`config.mk`:
```
export PLATFORM = sky130hd
export DESIGN_NAME = dehumidifier_hysteresis_controller_unit_flat
export DESIGN_NICKNAME = d
export VERILOG_FILES = /design/src/rtl/core/dhc_pkg.sv /design/src/rtl/core/dhc_if.sv /design/src/rtl/core/dhc_ram.sv /design/src/rtl/core/dhc_ctrl.sv /design/src/rtl/core/dhc_datapath.sv /design/src/rtl/core/dehumidifier_hysteresis_controller_unit.sv /design/src/flat_wrapper.sv
export SDC_FILE = /design/constraint.sdc
export NUM_CORES = 1
export LEC_CHECK = 0
export BUFFER_PORTS_ARGS = -buffer_cell sky130_fd_sc_hd__buf_4
export CAP_MARGIN = 15
export CELL_PAD_IN_SITES_DETAIL_PLACEMENT = 0
export CELL_PAD_IN_SITES_GLOBAL_PLACEMENT = 2
export CORE_MARGIN = 5
export CORE_UTILIZATION = 31
export DETAILED_ROUTE_END_ITERATION = 16
export PLACE_DENSITY = 0.62
export SYNTH_ARGS = -nofsm -noshare
export SYNTH_HDL_FRONTEND = slang
export SYNTH_HIERARCHICAL = 1
export SYNTH_SLANG_ARGS = --single-unit
```
`constraint.sdc`:
```
create_clock -name clk_i -period 9.47 [get_ports clk_i]
set_input_delay 1.894 -clock clk_i [delete_from_list [all_inputs] [get_ports clk_i]]
set_output_delay 1.894 -clock clk_i [all_outputs]
set_load 0.02 [all_outputs]
```
`src/rtl/core/dhc_pkg.sv`:
```
`timescale 1ns / 1ps
// Package for the dehumidifier hysteresis controller: field widths, register
// indexes, configuration record, sequencer states and control records.
// No dependencies.
package dhc_pkg;

  localparam int HUM_W      = 10;
  localparam int TEMP_W     = 12;
  localparam int TOD_W      = 17;
  localparam int TGT_T_W    = 9;
  localparam int MINOFF_W   = 17;
  localparam int FAN_W      = 8;
  localparam int CFG_IDX_W  = 3;
  localparam int CFG_DATA_W = 17;

  localparam int AVG_WINDOW_DEF = 16;

  // Demand sets 5.0 % above target; the permit clears 1.0 C below target.
  localparam int HUM_MARGIN = 50;
  localparam int TEMP_BAND  = 10;

  typedef enum logic [CFG_IDX_W-1:0] {
    REG_HUM_SETPOINT    = 3'd0,
    REG_TEMP_SETPOINT   = 3'd1,
    REG_MIN_OFF_SECONDS = 3'd2,
    REG_FAN_SPEED_ON    = 3'd3,
    REG_FAN_SPEED_OFF   = 3'd4
  } cfg_reg_e;

  typedef struct packed {
    logic [HUM_W-1:0]    hum_setpoint;
    logic [TGT_T_W-1:0]  temp_setpoint;
    logic [MINOFF_W-1:0] min_off_seconds;
    logic [FAN_W-1:0]    fan_speed_on;
    logic [FAN_W-1:0]    fan_speed_off;
  } cfg_t;

  localparam cfg_t CFG_RESET = '{
    hum_setpoint:    10'd550,
    temp_setpoint:   9'd200,
    min_off_seconds: 17'd300,
    fan_speed_on:    8'd255,
    fan_speed_off:   8'd0
  };

  typedef enum logic [1:0] {
    ST_IDLE,
    ST_UPDATE,
    ST_MUL,
    ST_DECIDE
  } dhc_state_e;

  // Commands from the sequencer to the datapath.
  typedef struct packed {
    logic load;
    logic rd_en;
    logic update;
    logic mul;
    logic decide;
  } dhc_cmd_t;

  // Status from the datapath to the sequencer.
  typedef struct packed {
    logic slot_free;
  } dhc_stat_t;

endpackage

```
`src/rtl/core/dhc_if.sv`:
```
`timescale 1ns / 1ps
// Valid/ready channel interfaces for samples, results and register writes.
// Depends on dhc_pkg.
interface dhc_sample_if;
  logic                                valid;
  logic                                ready;
  logic [dhc_pkg::HUM_W-1:0]           humidity_sample;
  logic signed [dhc_pkg::TEMP_W-1:0]   temperature_sample;
  logic [dhc_pkg::TOD_W-1:0]           time_of_day;

  modport source (output valid, humidity_sample, temperature_sample, time_of_day,
                  input ready);
  modport sink (input valid, humidity_sample, temperature_sample, time_of_day,
                output ready);
endinterface

interface dhc_result_if;
  logic                      valid;
  logic                      ready;
  logic                      dehumidifier_on;
  logic [dhc_pkg::FAN_W-1:0] backwall_fan_speed;
  logic                      demand_active;
  logic                      override_active;

  modport source (output valid, dehumidifier_on, backwall_fan_speed, demand_active,
                  override_active, input ready);
  modport sink (input valid, dehumidifier_on, backwall_fan_speed, demand_active,
                override_active, output ready);
endinterface

interface dhc_cfg_if;
  logic                           valid;
  logic                           ready;
  logic [dhc_pkg::CFG_IDX_W-1:0]  reg_index;
  logic [dhc_pkg::CFG_DATA_W-1:0] wr_data;

  modport source (output valid, reg_index, wr_data, input ready);
  modport sink (input valid, reg_index, wr_data, output ready);
endinterface

```
`src/rtl/core/dhc_ram.sv`:
```
`timescale 1ns / 1ps
// Generic single-write, single-read RAM with a registered read port.
// No dependencies.
module dhc_ram #(
  parameter int Width = 10,
  parameter int Depth = 16,
  parameter int AddrW = (Depth > 1) ? $clog2(Depth) : 1
) (
  input  logic             clk_i,
  input  logic             we_i,
  input  logic [AddrW-1:0] waddr_i,
  input  logic [Width-1:0] wdata_i,
  input  logic             re_i,
  input  logic [AddrW-1:0] raddr_i,
  output logic [Width-1:0] rdata_o
);

  logic [Width-1:0] mem [Depth];
  logic [Width-1:0] rdata_q;

  always_ff @(posedge clk_i) begin
    if (we_i) begin
      mem[waddr_i] <= wdata_i;
    end
    if (re_i) begin
      rdata_q <= mem[raddr_i];
    end
  end

  assign rdata_o = rdata_q;

endmodule

```
`src/rtl/core/dhc_ctrl.sv`:
```
`timescale 1ns / 1ps
// Sequencer for one sample: read, update, multiply, decide.
// Depends on dhc_pkg.
module dhc_ctrl (
  input  logic               clk_i,
  input  logic               rst_ni,
  input  logic               in_valid_i,
  output logic               in_ready_o,
  input  dhc_pkg::dhc_stat_t stat_i,
  output dhc_pkg::dhc_cmd_t  cmd_o
);
  import dhc_pkg::*;

  dhc_state_e state_q, state_d;

  always_ff @(posedge clk_i or negedge rst_ni) begin
    if (!rst_ni) begin
      state_q <= ST_IDLE;
    end else begin
      state_q <= state_d;
    end
  end

  always_comb begin
    state_d = state_q;
    case (state_q)
      ST_IDLE: begin
        if (in_valid_i) state_d = ST_UPDATE;
      end
      ST_UPDATE: state_d = ST_MUL;
      ST_MUL:    state_d = ST_DECIDE;
      ST_DECIDE: begin
        if (stat_i.slot_free) state_d = ST_IDLE;
      end
      default: state_d = ST_IDLE;
    endcase
  end

  always_comb begin
    cmd_o      = '0;
    in_ready_o = 1'b0;
    case (state_q)
      ST_IDLE: begin
        in_ready_o   = 1'b1;
        cmd_o.rd_en  = 1'b1;
        cmd_o.load   = in_valid_i;
      end
      ST_UPDATE: cmd_o.update = 1'b1;
      ST_MUL:    cmd_o.mul    = 1'b1;
      ST_DECIDE: cmd_o.decide = stat_i.slot_free;
      default: begin
      end
    endcase
  end

endmodule

```
`src/rtl/core/dhc_datapath.sv`:
```
`timescale 1ns / 1ps
// Datapath: configuration registers, moving average with its ring RAM,
// hysteresis flags, drive timing and the result register. Depends on dhc_pkg, dhc_ram.
module dhc_datapath #(
  parameter int AVG_WINDOW = dhc_pkg::AVG_WINDOW_DEF
) (
  input  logic                              clk_i,
  input  logic                              rst_ni,
  input  dhc_pkg::dhc_cmd_t                 cmd_i,
  output dhc_pkg::dhc_stat_t                stat_o,
  input  logic [dhc_pkg::HUM_W-1:0]         hum_i,
  input  logic signed [dhc_pkg::TEMP_W-1:0] temp_i,
  input  logic [dhc_pkg::TOD_W-1:0]         tod_i,
  input  logic                              cfg_we_i,
  input  logic [dhc_pkg::CFG_IDX_W-1:0]     cfg_idx_i,
  input  logic [dhc_pkg::CFG_DATA_W-1:0]    cfg_data_i,
  input  logic                              res_ready_i,
  output logic                              res_valid_o,
  output logic                              res_on_o,
  output logic [dhc_pkg::FAN_W-1:0]         res_fan_o,
  output logic                              res_demand_o,
  output logic                              res_override_o
);
  import dhc_pkg::*;

  localparam int CntW  = $clog2(AVG_WINDOW + 1);
  localparam int PtrW  = (AVG_WINDOW > 1) ? $clog2(AVG_WINDOW) : 1;
  localparam int SumW  = HUM_W + CntW;
  localparam int TempX = TEMP_W + 1;

  cfg_t cfg_q;

  logic [HUM_W-1:0]         hum_q;
  logic signed [TEMP_W-1:0] temp_q;
  logic [TOD_W-1:0]         tod_q;

  logic [CntW-1:0]  cnt_q, cnt_d;
  logic [SumW-1:0]  sum_q, sum_d;
  logic [PtrW-1:0]  ptr_q, ptr_d;
  logic             dem_q, dem_d;
  logic             ovr_q, ovr_d;
  logic             drv_q, drv_d;
  logic [TOD_W-1:0] last_q, last_d;
  logic [SumW-1:0]  prod_q;

  logic             res_valid_q;
  logic             res_on_q;
  logic [FAN_W-1:0] res_fan_q;
  logic             res_dem_q;
  logic             res_ovr_q;

  logic [HUM_W-1:0]        old_sample;
  logic                    full;
  logic signed [TempX-1:0] temp_ext, tgt_ext, limit_lo;
  logic                    hum_over;
  logic                    off_done;

  // Configuration registers.
  always_ff @(posedge clk_i or negedge rst_ni) begin
    if (!rst_ni) begin
      cfg_q <= CFG_RESET;
    end else if (cfg_we_i) begin
      case (cfg_reg_e'(cfg_idx_i))
        REG_HUM_SETPOINT:    cfg_q.hum_setpoint    <= cfg_data_i[HUM_W-1:0];
        REG_TEMP_SETPOINT:   cfg_q.temp_setpoint   <= cfg_data_i[TGT_T_W-1:0];
        REG_MIN_OFF_SECONDS: cfg_q.min_off_seconds <= cfg_data_i[MINOFF_W-1:0];
        REG_FAN_SPEED_ON:    cfg_q.fan_speed_on    <= cfg_data_i[FAN_W-1:0];
        REG_FAN_SPEED_OFF:   cfg_q.fan_speed_off   <= cfg_data_i[FAN_W-1:0];
        default: begin
        end
      endcase
    end
  end

  always_ff @(posedge clk_i) begin
    if (cmd_i.load) begin
      hum_q  <= hum_i;
      temp_q <= temp_i;
      tod_q  <= tod_i;
    end
  end

  dhc_ram #(
    .Width (HUM_W),
    .Depth (AVG_WINDOW),
    .AddrW (PtrW)
  ) u_ring (
    .clk_i   (clk_i),
    .we_i    (cmd_i.update),
    .waddr_i (ptr_q),
    .wdata_i (hum_q),
    .re_i    (cmd_i.rd_en),
    .raddr_i (ptr_q),
    .rdata_o (old_sample)
  );

  assign full     = (cnt_q == CntW'(AVG_WINDOW));
  assign temp_ext = {temp_q[TEMP_W-1], temp_q};
  assign tgt_ext  = $signed({{(TempX - TGT_T_W){1'b0}}, cfg_q.temp_setpoint});
  assign limit_lo = tgt_ext - $signed(TempX'(TEMP_BAND));
  assign hum_over = {1'b0, hum_q} >
                    ({1'b0, cfg_q.hum_setpoint} + (HUM_W + 1)'(HUM_MARGIN));
  // A time before the last switch-off means midnight has passed.
  assign off_done = (tod_q < last_q) ||
                    ((tod_q - last_q) > TOD_W'(cfg_q.min_off_seconds));

  always_comb begin
    cnt_d  = cnt_q;
    sum_d  = sum_q;
    ptr_d  = ptr_q;
    ovr_d  = ovr_q;
    dem_d  = dem_q;
    drv_d  = drv_q;
    last_d = last_q;
    if (cmd_i.update) begin
      sum_d = sum_q - (full ? SumW'(old_sample) : '0) + SumW'(hum_q);
      if (!full) cnt_d = cnt_q + 1'b1;
      ptr_d = (ptr_q == PtrW'(AVG_WINDOW - 1)) ? '0 : ptr_q + 1'b1;
      if (temp_ext < limit_lo) ovr_d = 1'b0;
      if (temp_ext > tgt_ext)  ovr_d = 1'b1;
    end
    if (cmd_i.decide) begin
      if (dem_q) begin
        if ((cnt_q != '0) && (sum_q < prod_q)) dem_d = 1'b0;
      end else if (hum_over) begin
        dem_d = 1'b1;
        cnt_d = '0;
        sum_d = '0;
        ptr_d = '0;
      end
      if (dem_d && ovr_q) begin
        if (off_done) drv_d = 1'b1;
      end else begin
        if (drv_q) last_d = tod_q;
        drv_d = 1'b0;
      end
    end
  end

  always_ff @(posedge clk_i or negedge rst_ni) begin
    if (!rst_ni) begin
      cnt_q  <= '0;
      sum_q  <= '0;
      ptr_q  <= '0;
      dem_q  <= 1'b0;
      ovr_q  <= 1'b1;
      drv_q  <= 1'b0;
      last_q <= '0;
    end else begin
      cnt_q  <= cnt_d;
      sum_q  <= sum_d;
      ptr_q  <= ptr_d;
      dem_q  <= dem_d;
      ovr_q  <= ovr_d;
      drv_q  <= drv_d;
      last_q <= last_d;
    end
  end

  // Target times count, the exact form of "average below target".
  always_ff @(posedge clk_i) begin
    if (cmd_i.mul) begin
      prod_q <= SumW'(cfg_q.hum_setpoint) * SumW'(cnt_q);
    end
  end

  always_ff @(posedge clk_i or negedge rst_ni) begin
    if (!rst_ni) begin
      res_valid_q <= 1'b0;
    end else if (cmd_i.decide) begin
      res_valid_q <= 1'b1;
    end else if (res_ready_i) begin
      res_valid_q <= 1'b0;
    end
  end

  always_ff @(posedge clk_i) begin
    if (cmd_i.decide) begin
      res_on_q  <= drv_d;
      res_fan_q <= drv_d ? cfg_q.fan_speed_on : cfg_q.fan_speed_off;
      res_dem_q <= dem_d;
      res_ovr_q <= ovr_q;
    end
  end

  assign stat_o.slot_free = !res_valid_q || res_ready_i;
  assign res_valid_o      = res_valid_q;
  assign res_on_o         = res_on_q;
  assign res_fan_o        = res_fan_q;
  assign res_demand_o     = res_dem_q;
  assign res_override_o   = res_ovr_q;

`ifndef SYNTHESIS
  a_cnt_range: assert property (@(posedge clk_i) disable iff (!rst_ni)
    cnt_q <= CntW'(AVG_WINDOW))
    else $error("average count above window");

  a_ptr_tracks_cnt: assert property (@(posedge clk_i) disable iff (!rst_ni)
    !full |-> (CntW'(ptr_q) == cnt_q))
    else $error("ring pointer out of step with count");

  a_decide_valid: assert property (@(posedge clk_i) disable iff (!rst_ni)
    cmd_i.decide |=> res_valid_q)
    else $error("result not registered after decision");

  a_on_needs_flags: assert property (@(posedge clk_i) disable iff (!rst_ni)
    (res_valid_q && res_on_q) |-> (res_dem_q && res_ovr_q))
    else $error("drive on without demand and permit");
`endif

endmodule

```
`src/rtl/core/dehumidifier_hysteresis_controller_unit.sv`:
```
`timescale 1ns / 1ps
// Top level of the dehumidifier hysteresis controller: sequencer and datapath.
// Depends on dhc_pkg, dhc_if, dhc_ctrl, dhc_datapath and dhc_ram.
// The result is registered by the decision step, which follows the update and
// multiply steps of the input transaction. A new sample is taken only after the
// ring read, sum update, target-times-count multiply and decision of the last.
// A waiting result blocks only the decision step of the next sample.
// Reset (asynchronous, active low) restores register defaults, sets the permit and
// clears average, demand and drive; the sample ring is not cleared, nor need be.
module dehumidifier_hysteresis_controller_unit #(
  parameter int AVG_WINDOW = dhc_pkg::AVG_WINDOW_DEF
) (
  input  logic         clk_i,
  input  logic         rst_ni,
  dhc_sample_if.sink   sample_i,
  dhc_result_if.source result_o,
  dhc_cfg_if.sink      cfg_i
);
  import dhc_pkg::*;

  dhc_cmd_t  cmd;
  dhc_stat_t stat;

  // Register writes are taken in any cycle; the user must make them only while idle, as the block does not enforce it.
  assign cfg_i.ready = 1'b1;

  // The sequencer accepts a sample transaction only from its idle step.
  dhc_ctrl u_ctrl (
    .clk_i      (clk_i),
    .rst_ni     (rst_ni),
    .in_valid_i (sample_i.valid),
    .in_ready_o (sample_i.ready),
    .stat_i     (stat),
    .cmd_o      (cmd)
  );

  // The datapath holds the data state, the ring RAM and the result register,
  // so a finished result waits for the sink while the next sample is taken in.
  dhc_datapath #(
    .AVG_WINDOW (AVG_WINDOW)
  ) u_datapath (
    .clk_i          (clk_i),
    .rst_ni         (rst_ni),
    .cmd_i          (cmd),
    .stat_o         (stat),
    .hum_i          (sample_i.humidity_sample),
    .temp_i         (sample_i.temperature_sample),
    .tod_i          (sample_i.time_of_day),
    .cfg_we_i       (cfg_i.valid),
    .cfg_idx_i      (cfg_i.reg_index),
    .cfg_data_i     (cfg_i.wr_data),
    .res_ready_i    (result_o.ready),
    .res_valid_o    (result_o.valid),
    .res_on_o       (result_o.dehumidifier_on),
    .res_fan_o      (result_o.backwall_fan_speed),
    .res_demand_o   (result_o.demand_active),
    .res_override_o (result_o.override_active)
  );

endmodule
```
`src/flat_wrapper.sv`:
```
// flat-port wrapper written by rule: the top's interface ports become plain ports
module dehumidifier_hysteresis_controller_unit_flat import dhc_pkg::*;
#(
  parameter int AVG_WINDOW = dhc_pkg::AVG_WINDOW_DEF
)
  (clk_i, rst_ni, sample_i_valid, sample_i_humidity_sample, sample_i_temperature_sample, sample_i_time_of_day, sample_i_ready, result_o_valid, result_o_dehumidifier_on, result_o_backwall_fan_speed, result_o_demand_active, result_o_override_active, result_o_ready, cfg_i_valid, cfg_i_reg_index, cfg_i_wr_data, cfg_i_ready);
  dhc_sample_if sample_i_i ();
  dhc_result_if result_o_i ();
  dhc_cfg_if cfg_i_i ();
  input  logic clk_i;
  input  logic rst_ni;
  input wire logic [$bits(sample_i_i.valid)-1:0] sample_i_valid;
  input wire logic [$bits(sample_i_i.humidity_sample)-1:0] sample_i_humidity_sample;
  input wire logic [$bits(sample_i_i.temperature_sample)-1:0] sample_i_temperature_sample;
  input wire logic [$bits(sample_i_i.time_of_day)-1:0] sample_i_time_of_day;
  output wire logic [$bits(sample_i_i.ready)-1:0] sample_i_ready;
  output wire logic [$bits(result_o_i.valid)-1:0] result_o_valid;
  output wire logic [$bits(result_o_i.dehumidifier_on)-1:0] result_o_dehumidifier_on;
  output wire logic [$bits(result_o_i.backwall_fan_speed)-1:0] result_o_backwall_fan_speed;
  output wire logic [$bits(result_o_i.demand_active)-1:0] result_o_demand_active;
  output wire logic [$bits(result_o_i.override_active)-1:0] result_o_override_active;
  input wire logic [$bits(result_o_i.ready)-1:0] result_o_ready;
  input wire logic [$bits(cfg_i_i.valid)-1:0] cfg_i_valid;
  input wire logic [$bits(cfg_i_i.reg_index)-1:0] cfg_i_reg_index;
  input wire logic [$bits(cfg_i_i.wr_data)-1:0] cfg_i_wr_data;
  output wire logic [$bits(cfg_i_i.ready)-1:0] cfg_i_ready;
  assign sample_i_i.valid = sample_i_valid;
  assign sample_i_i.humidity_sample = sample_i_humidity_sample;
  assign sample_i_i.temperature_sample = sample_i_temperature_sample;
  assign sample_i_i.time_of_day = sample_i_time_of_day;
  assign sample_i_ready = sample_i_i.ready;
  assign result_o_valid = result_o_i.valid;
  assign result_o_dehumidifier_on = result_o_i.dehumidifier_on;
  assign result_o_backwall_fan_speed = result_o_i.backwall_fan_speed;
  assign result_o_demand_active = result_o_i.demand_active;
  assign result_o_override_active = result_o_i.override_active;
  assign result_o_i.ready = result_o_ready;
  assign cfg_i_i.valid = cfg_i_valid;
  assign cfg_i_i.reg_index = cfg_i_reg_index;
  assign cfg_i_i.wr_data = cfg_i_wr_data;
  assign cfg_i_ready = cfg_i_i.ready;
  dehumidifier_hysteresis_controller_unit #(.AVG_WINDOW(AVG_WINDOW)) u_core (.clk_i(clk_i), .rst_ni(rst_ni), .sample_i(sample_i_i), .result_o(result_o_i), .cfg_i(cfg_i_i));
endmodule
```
==> results.md <==
- The run finished with clean final reports.
- The share of total power dissipated in sequential elements is 0.324.
- The critical path launch point type is a register.
- The combinational family with the most area after synthesis is adder cells.
- The die covers 62800 µm².
- Across all hold checks on the routed design, the worst slack comes to 0.490 ns.
- Measured against the total synthesized area, the mux share comes to 0.0941.
- The number of different library cells in the post-synthesis netlist is 80.
- The clock edge transition at the registers on the reported setup and hold paths is 0.05 ns.
- For this run, the total global-route usage over all layers was measured as 0.137.
- The via count of the first global-routing pass is 11300.
- Entering global routing, the biggest net connects 67 pins.
- In the synthesized netlist the dominant register cell turns out to be sky130_fd_sc_hd__edfxtp_1.
- The final net count is 1691.
- Timing would allow up to 212 MHz.
- The final setup TNS is 0 ns.
- Setup repair after global routing left no endpoint under its margin.
- The share of total power consumed by net switching is 0.374.
- Of the available clock period, the critical path in the final layout requires 0.497.
- The number of instances resized during post-cts repair is 0.
- The number of hold violations in the final report came to 0.
- For this design the ratio of total power to cell area is 331 nW/µm².
- The post-synthesis simple-gate area fraction is 0.103.
- The count of hold buffers inserted by post-cts repair is 0.
- The average vias per placed instance is 4.77.
- For the worst setup path, the data arrival time is 5.00 ns.
- The number of instances in the synthesized netlist is 1376.
- The final-report max-slew violation count is 0.
- The setup slack on the worst flop-to-flop path is 4.76 ns.
- In this run the number of H-tree levels came out at 2.
- In this run the count of I/O pins placed on the die edge is 78.
- The slack of the critical path is 4.76 ns.
- On the final layout, the worst clock skew is 0.0381 ns.
- The number of placed instances, taps included, is 2189.
- The net count after synthesis is 1600.
- Timing analysis after detailed placement gives a worst setup slack of 4.74 ns.
- The via count of the routed design is 10800.
- Counting I/O delays and the setup requirement, the final critical path takes 4.71 ns.
- Max-cap violations in this run came to 0.
- The finished layout holds 2264 standard cells, fillers aside.
- The count of standard-cell rows is 88.
- The post-synthesis sequential element count is 334.
- The critical-path maximum fanout is 8.
- The kind of end point of the critical path is a register.
- The routed wirelength normalized by instance count is 19.1 µm.
- TritonCTS built the clock tree.
- The layout cell share with drive strength beyond 1 is 0.197.
- For this block, the initial DRC count from the detailed router was 582.
- The class of the worst hold path is register to register.
- Summed over all cells, the static leakage comes to 8.35 nW.
- The top cell types in the final layout, fill and taps aside, are sky130_fd_sc_hd__edfxtp_1, sky130_fd_sc_hd__inv_1, sky130_fd_sc_hd__ha_1, sky130_fd_sc_hd__buf_4, sky130_fd_sc_hd__nand2_1.
- The number of antenna violations at the first check in global routing came to 0.
- Before antenna repair, the detailed router went through 5 iterations.
- For this run, the share of the core covered by cells in the final layout is 0.363.
- The sink of the worst hold path is u_core/u_datapath/last_q[0].
- The depth of the worst register-to-register path is 20.
- The number of antenna diodes in the final layout is 0.
- VDD sags by at most 0.153 mV.
- The part of the power in combinational logic is 0.437.
- Of the total synthesized cell area, the portion taken by XOR and XNOR cells is 0.0239.
- Of the total synthesized cell area, the portion taken by full adders, half adders and majority gates is 0.126.
- After routing the design area is 20800 µm².
- The total design power is 6.89 mW.
- In this run, CTS created clock tree buffers numbering 41.
- In this run the tightest slew margin relative to its limit is 0.242.
- The analysis attributes to net switching a power of 2.57 mW.
- Averaged over all synthesized cells, the footprint is 13.0 µm².
- The worst-margin pin slew is 1.13 ns.
- The clock network power share is 0.239.
- The clock latency at the later pin of the worst-skew pair is 0.58 ns.
- Counting flops with a built-in enable in the synthesized netlist gives 235.
- The mapped netlist covers 17900 µm².
- The number of antenna-violating nets in the routed design is 0.
- For this run, asynchronously set or reset flops after synthesis account for 0.296.
- The part of the Yosys area used for sequential elements is 0.533.
- Yosys printed 6 warnings.
- The congestion estimate from routability-driven global placement came to 0.764.
- After filler insertion, the fill cell instance count of the layout stands at 5624.
- The first global-routing pass estimated 67.7 mm of wire.
- The instance area at placement is 19400 µm².
- The area growth from synthesis to layout is 16.1%.
- The count of final setup violators is 0.
- Counting along the longest clock path gives a buffer depth of 3.
- The post-CTS setup buffer count is 0.
- The startpoint identified for the worst hold timing path is u_core/u_datapath/last_q[0].
- The compound-gate portion of the synthesized area is 0.0779.
- The initial utilization of the core area, before any placement, comes to 0.312.
- The worst register-to-register path ends at u_core/u_datapath/res_fan_o[4].
- The clock drives 334 sinks.
- Cell internal power was estimated by the tool at 4.32 mW.
- At the worst endpoint, the required time is 9.76 ns.
- The total routed wirelength is 43.2 mm.
- The CTS root buffer is sky130_fd_sc_hd__clkbuf_16.
- The critical path is of the register to register type.
- In the routed design, unresolved DRC markers number 0.
- After legalization and detailed placement, the total HPWL measured 29.7 mm.
- The most common library cell in the layout ignoring fill and taps is sky130_fd_sc_hd__edfxtp_1.
- The source of the worst register-to-register timing path is u_core/u_datapath/tod_q[0].
- From left edge to right edge, the die measures 251 µm.
- The global route total overflow is 0.
- The number of input and output port buffers inserted is 76.
- Along the worst hold path, the cell count comes to 2.
- From bottom edge to top edge, the die measures 251 µm.
- The core region is 57500 µm².
==> power groups by stage <==
stage | clock (mW) | sequential [mW] | combinational, mW
after detailed placement | 0 | 2.27 | 3.06
after floorplan | 0 | 2.19 | 2.32
final | 1.64 | 2.23 | 3.01
after global routing | 1.77 | 2.28 | 3.43
after global placement | 0 | 2.27 | 3.05
after CTS | 1.71 | 2.25 | 3.08
==> registers in the layout (all words and copies together), names as in the netlist, 8 cells and up <==
signal and count:
u_core/u_datapath/cfg_q 52, u_core/u_datapath/prod_q 15, u_core/u_datapath/temp_q 12, u_core/u_datapath/last_q 17, u_core/u_datapath/res_fan_o 8, u_core/u_datapath/hum_q 10, u_core/u_datapath/u_ring/mem 160, u_core/u_datapath/u_ring/rdata_o 10
u_core/u_datapath/sum_q 15, u_core/u_datapath/tod_q 17
==> worst max-delay path, cell delays in order, from the launching register on <==
cell	delay, ns
sky130_fd_sc_hd__edfxtp_1	0.32
sky130_fd_sc_hd__inv_1	0.05
sky130_fd_sc_hd__ha_1	0.22
sky130_fd_sc_hd__fa_1	0.42
sky130_fd_sc_hd__nor2b_1	0.12
sky130_fd_sc_hd__o21ai_0	0.10
sky130_fd_sc_hd__a21boi_0	0.43
sky130_fd_sc_hd__o211ai_1	0.20
sky130_fd_sc_hd__a31oi_1	0.33
sky130_fd_sc_hd__nand2_1	0.08
sky130_fd_sc_hd__o21ai_0	0.22
sky130_fd_sc_hd__xor2_1	0.11
sky130_fd_sc_hd__ha_1	0.30
sky130_fd_sc_hd__nand4_1	0.13
sky130_fd_sc_hd__nor4_1	0.38
sky130_fd_sc_hd__a211oi_1	0.13
sky130_fd_sc_hd__o21a_1	0.12
sky130_fd_sc_hd__a21oi_1	0.21
sky130_fd_sc_hd__a21o_1	0.30
sky130_fd_sc_hd__and3b_1	0.21
sky130_fd_sc_hd__nor4_2	0.05
==> cells by family (layout without fill, tap and decap cells) <==
| logic type | after synthesis | count (layout) |
|---|---|---|
| AOI/OAI and AO/OA | 213 | 213 |
| xor gates and xnor gates | 49 | 49 |
| adders and majority gates | 160 | 160 |
| buffers and inverters | 179 | 302 |
| DFF | 334 | 334 |
| muxes | 105 | 105 |
| other | 1 | 1 |
| and+or+nand+nor | 335 | 335 |
==> cell usage after synthesis, types with 7 or more instances <==
cell	n	area share
sky130_fd_sc_hd__nor2_1	69	0.014
sky130_fd_sc_hd__a31oi_1	7	0.0024
sky130_fd_sc_hd__buf_2	8	0.0022
sky130_fd_sc_hd__or3_1	8	0.0028
sky130_fd_sc_hd__fa_1	35	0.039
sky130_fd_sc_hd__o22ai_1	11	0.0038
sky130_fd_sc_hd__clkbuf_1	22	0.0046
sky130_fd_sc_hd__nor2b_1	13	0.0045
sky130_fd_sc_hd__a21o_1	15	0.0063
sky130_fd_sc_hd__nand3_1	11	0.0031
sky130_fd_sc_hd__nor3_1	26	0.0073
sky130_fd_sc_hd__o21ai_0	54	0.015
sky130_fd_sc_hd__and2_1	48	0.017
sky130_fd_sc_hd__mux2_4	7	0.0059
sky130_fd_sc_hd__nand2b_1	15	0.0052
sky130_fd_sc_hd__nor4_2	8	0.0056
sky130_fd_sc_hd__mux2_2	46	0.029
sky130_fd_sc_hd__inv_1	134	0.028
sky130_fd_sc_hd__dfstp_2	20	0.029
sky130_fd_sc_hd__a211oi_1	11	0.0046
sky130_fd_sc_hd__and4b_1	8	0.0045
sky130_fd_sc_hd__xor2_1	17	0.0083
sky130_fd_sc_hd__dfrtp_1	79	0.11
sky130_fd_sc_hd__nand2_1	79	0.017
sky130_fd_sc_hd__mux2i_1	12	0.0067
sky130_fd_sc_hd__edfxtp_1	235	0.39
sky130_fd_sc_hd__nand4_1	12	0.0042
sky130_fd_sc_hd__and3b_1	8	0.0039
sky130_fd_sc_hd__mux4_2	28	0.035
sky130_fd_sc_hd__a22oi_1	20	0.0084
sky130_fd_sc_hd__a21oi_1	42	0.012
sky130_fd_sc_hd__xnor2_1	32	0.016
sky130_fd_sc_hd__o21a_1	17	0.0071
sky130_fd_sc_hd__ha_1	125	0.087
sky130_fd_sc_hd__mux4_1	12	0.018
==> worst max path at each step <==
stage	startpoint	to	slack [ns]	depth (start not counted)
detailed placement	u_core/u_datapath/last_q[0]	u_core/u_datapath/res_fan_o[4]	4.74	19
CTS	u_core/u_datapath/tod_q[0]	u_core/u_datapath/res_fan_o[4]	4.67	20
global route	u_core/u_datapath/tod_q[0]	u_core/u_datapath/res_fan_o[3]	4.25	20
finish	u_core/u_datapath/tod_q[0]	u_core/u_datapath/res_fan_o[4]	4.76	20
floorplan	u_core/u_datapath/last_q[0]	u_core/u_datapath/res_fan_o[0]	5.38	20
global placement	u_core/u_datapath/tod_q[0]	u_core/u_datapath/res_fan_o[4]	4.74	20
==> layout make-up <==
type	instances	area (µm²)	area share
Sequential cell	334	9560	0.459
Multi-Input combinational cell	863	7660	0.368
Clock buffer	52	1140	0.0546
Tap cell	765	957	0.0459
Timing Repair Buffer	93	698	0.0335
Inverter	134	503	0.0241
Clock inverter	23	313	0.0150
==> layer usage <==
metal  GRT usage  part of all wire  up-vias
met2       0.228              0.48      174
li1            -                 -     5199
met4      0.0360             0.018        0
met3      0.0217             0.034       44
met1       0.187              0.47     5373
met5           0                 0        -
(Power assumes the default switching activity.)
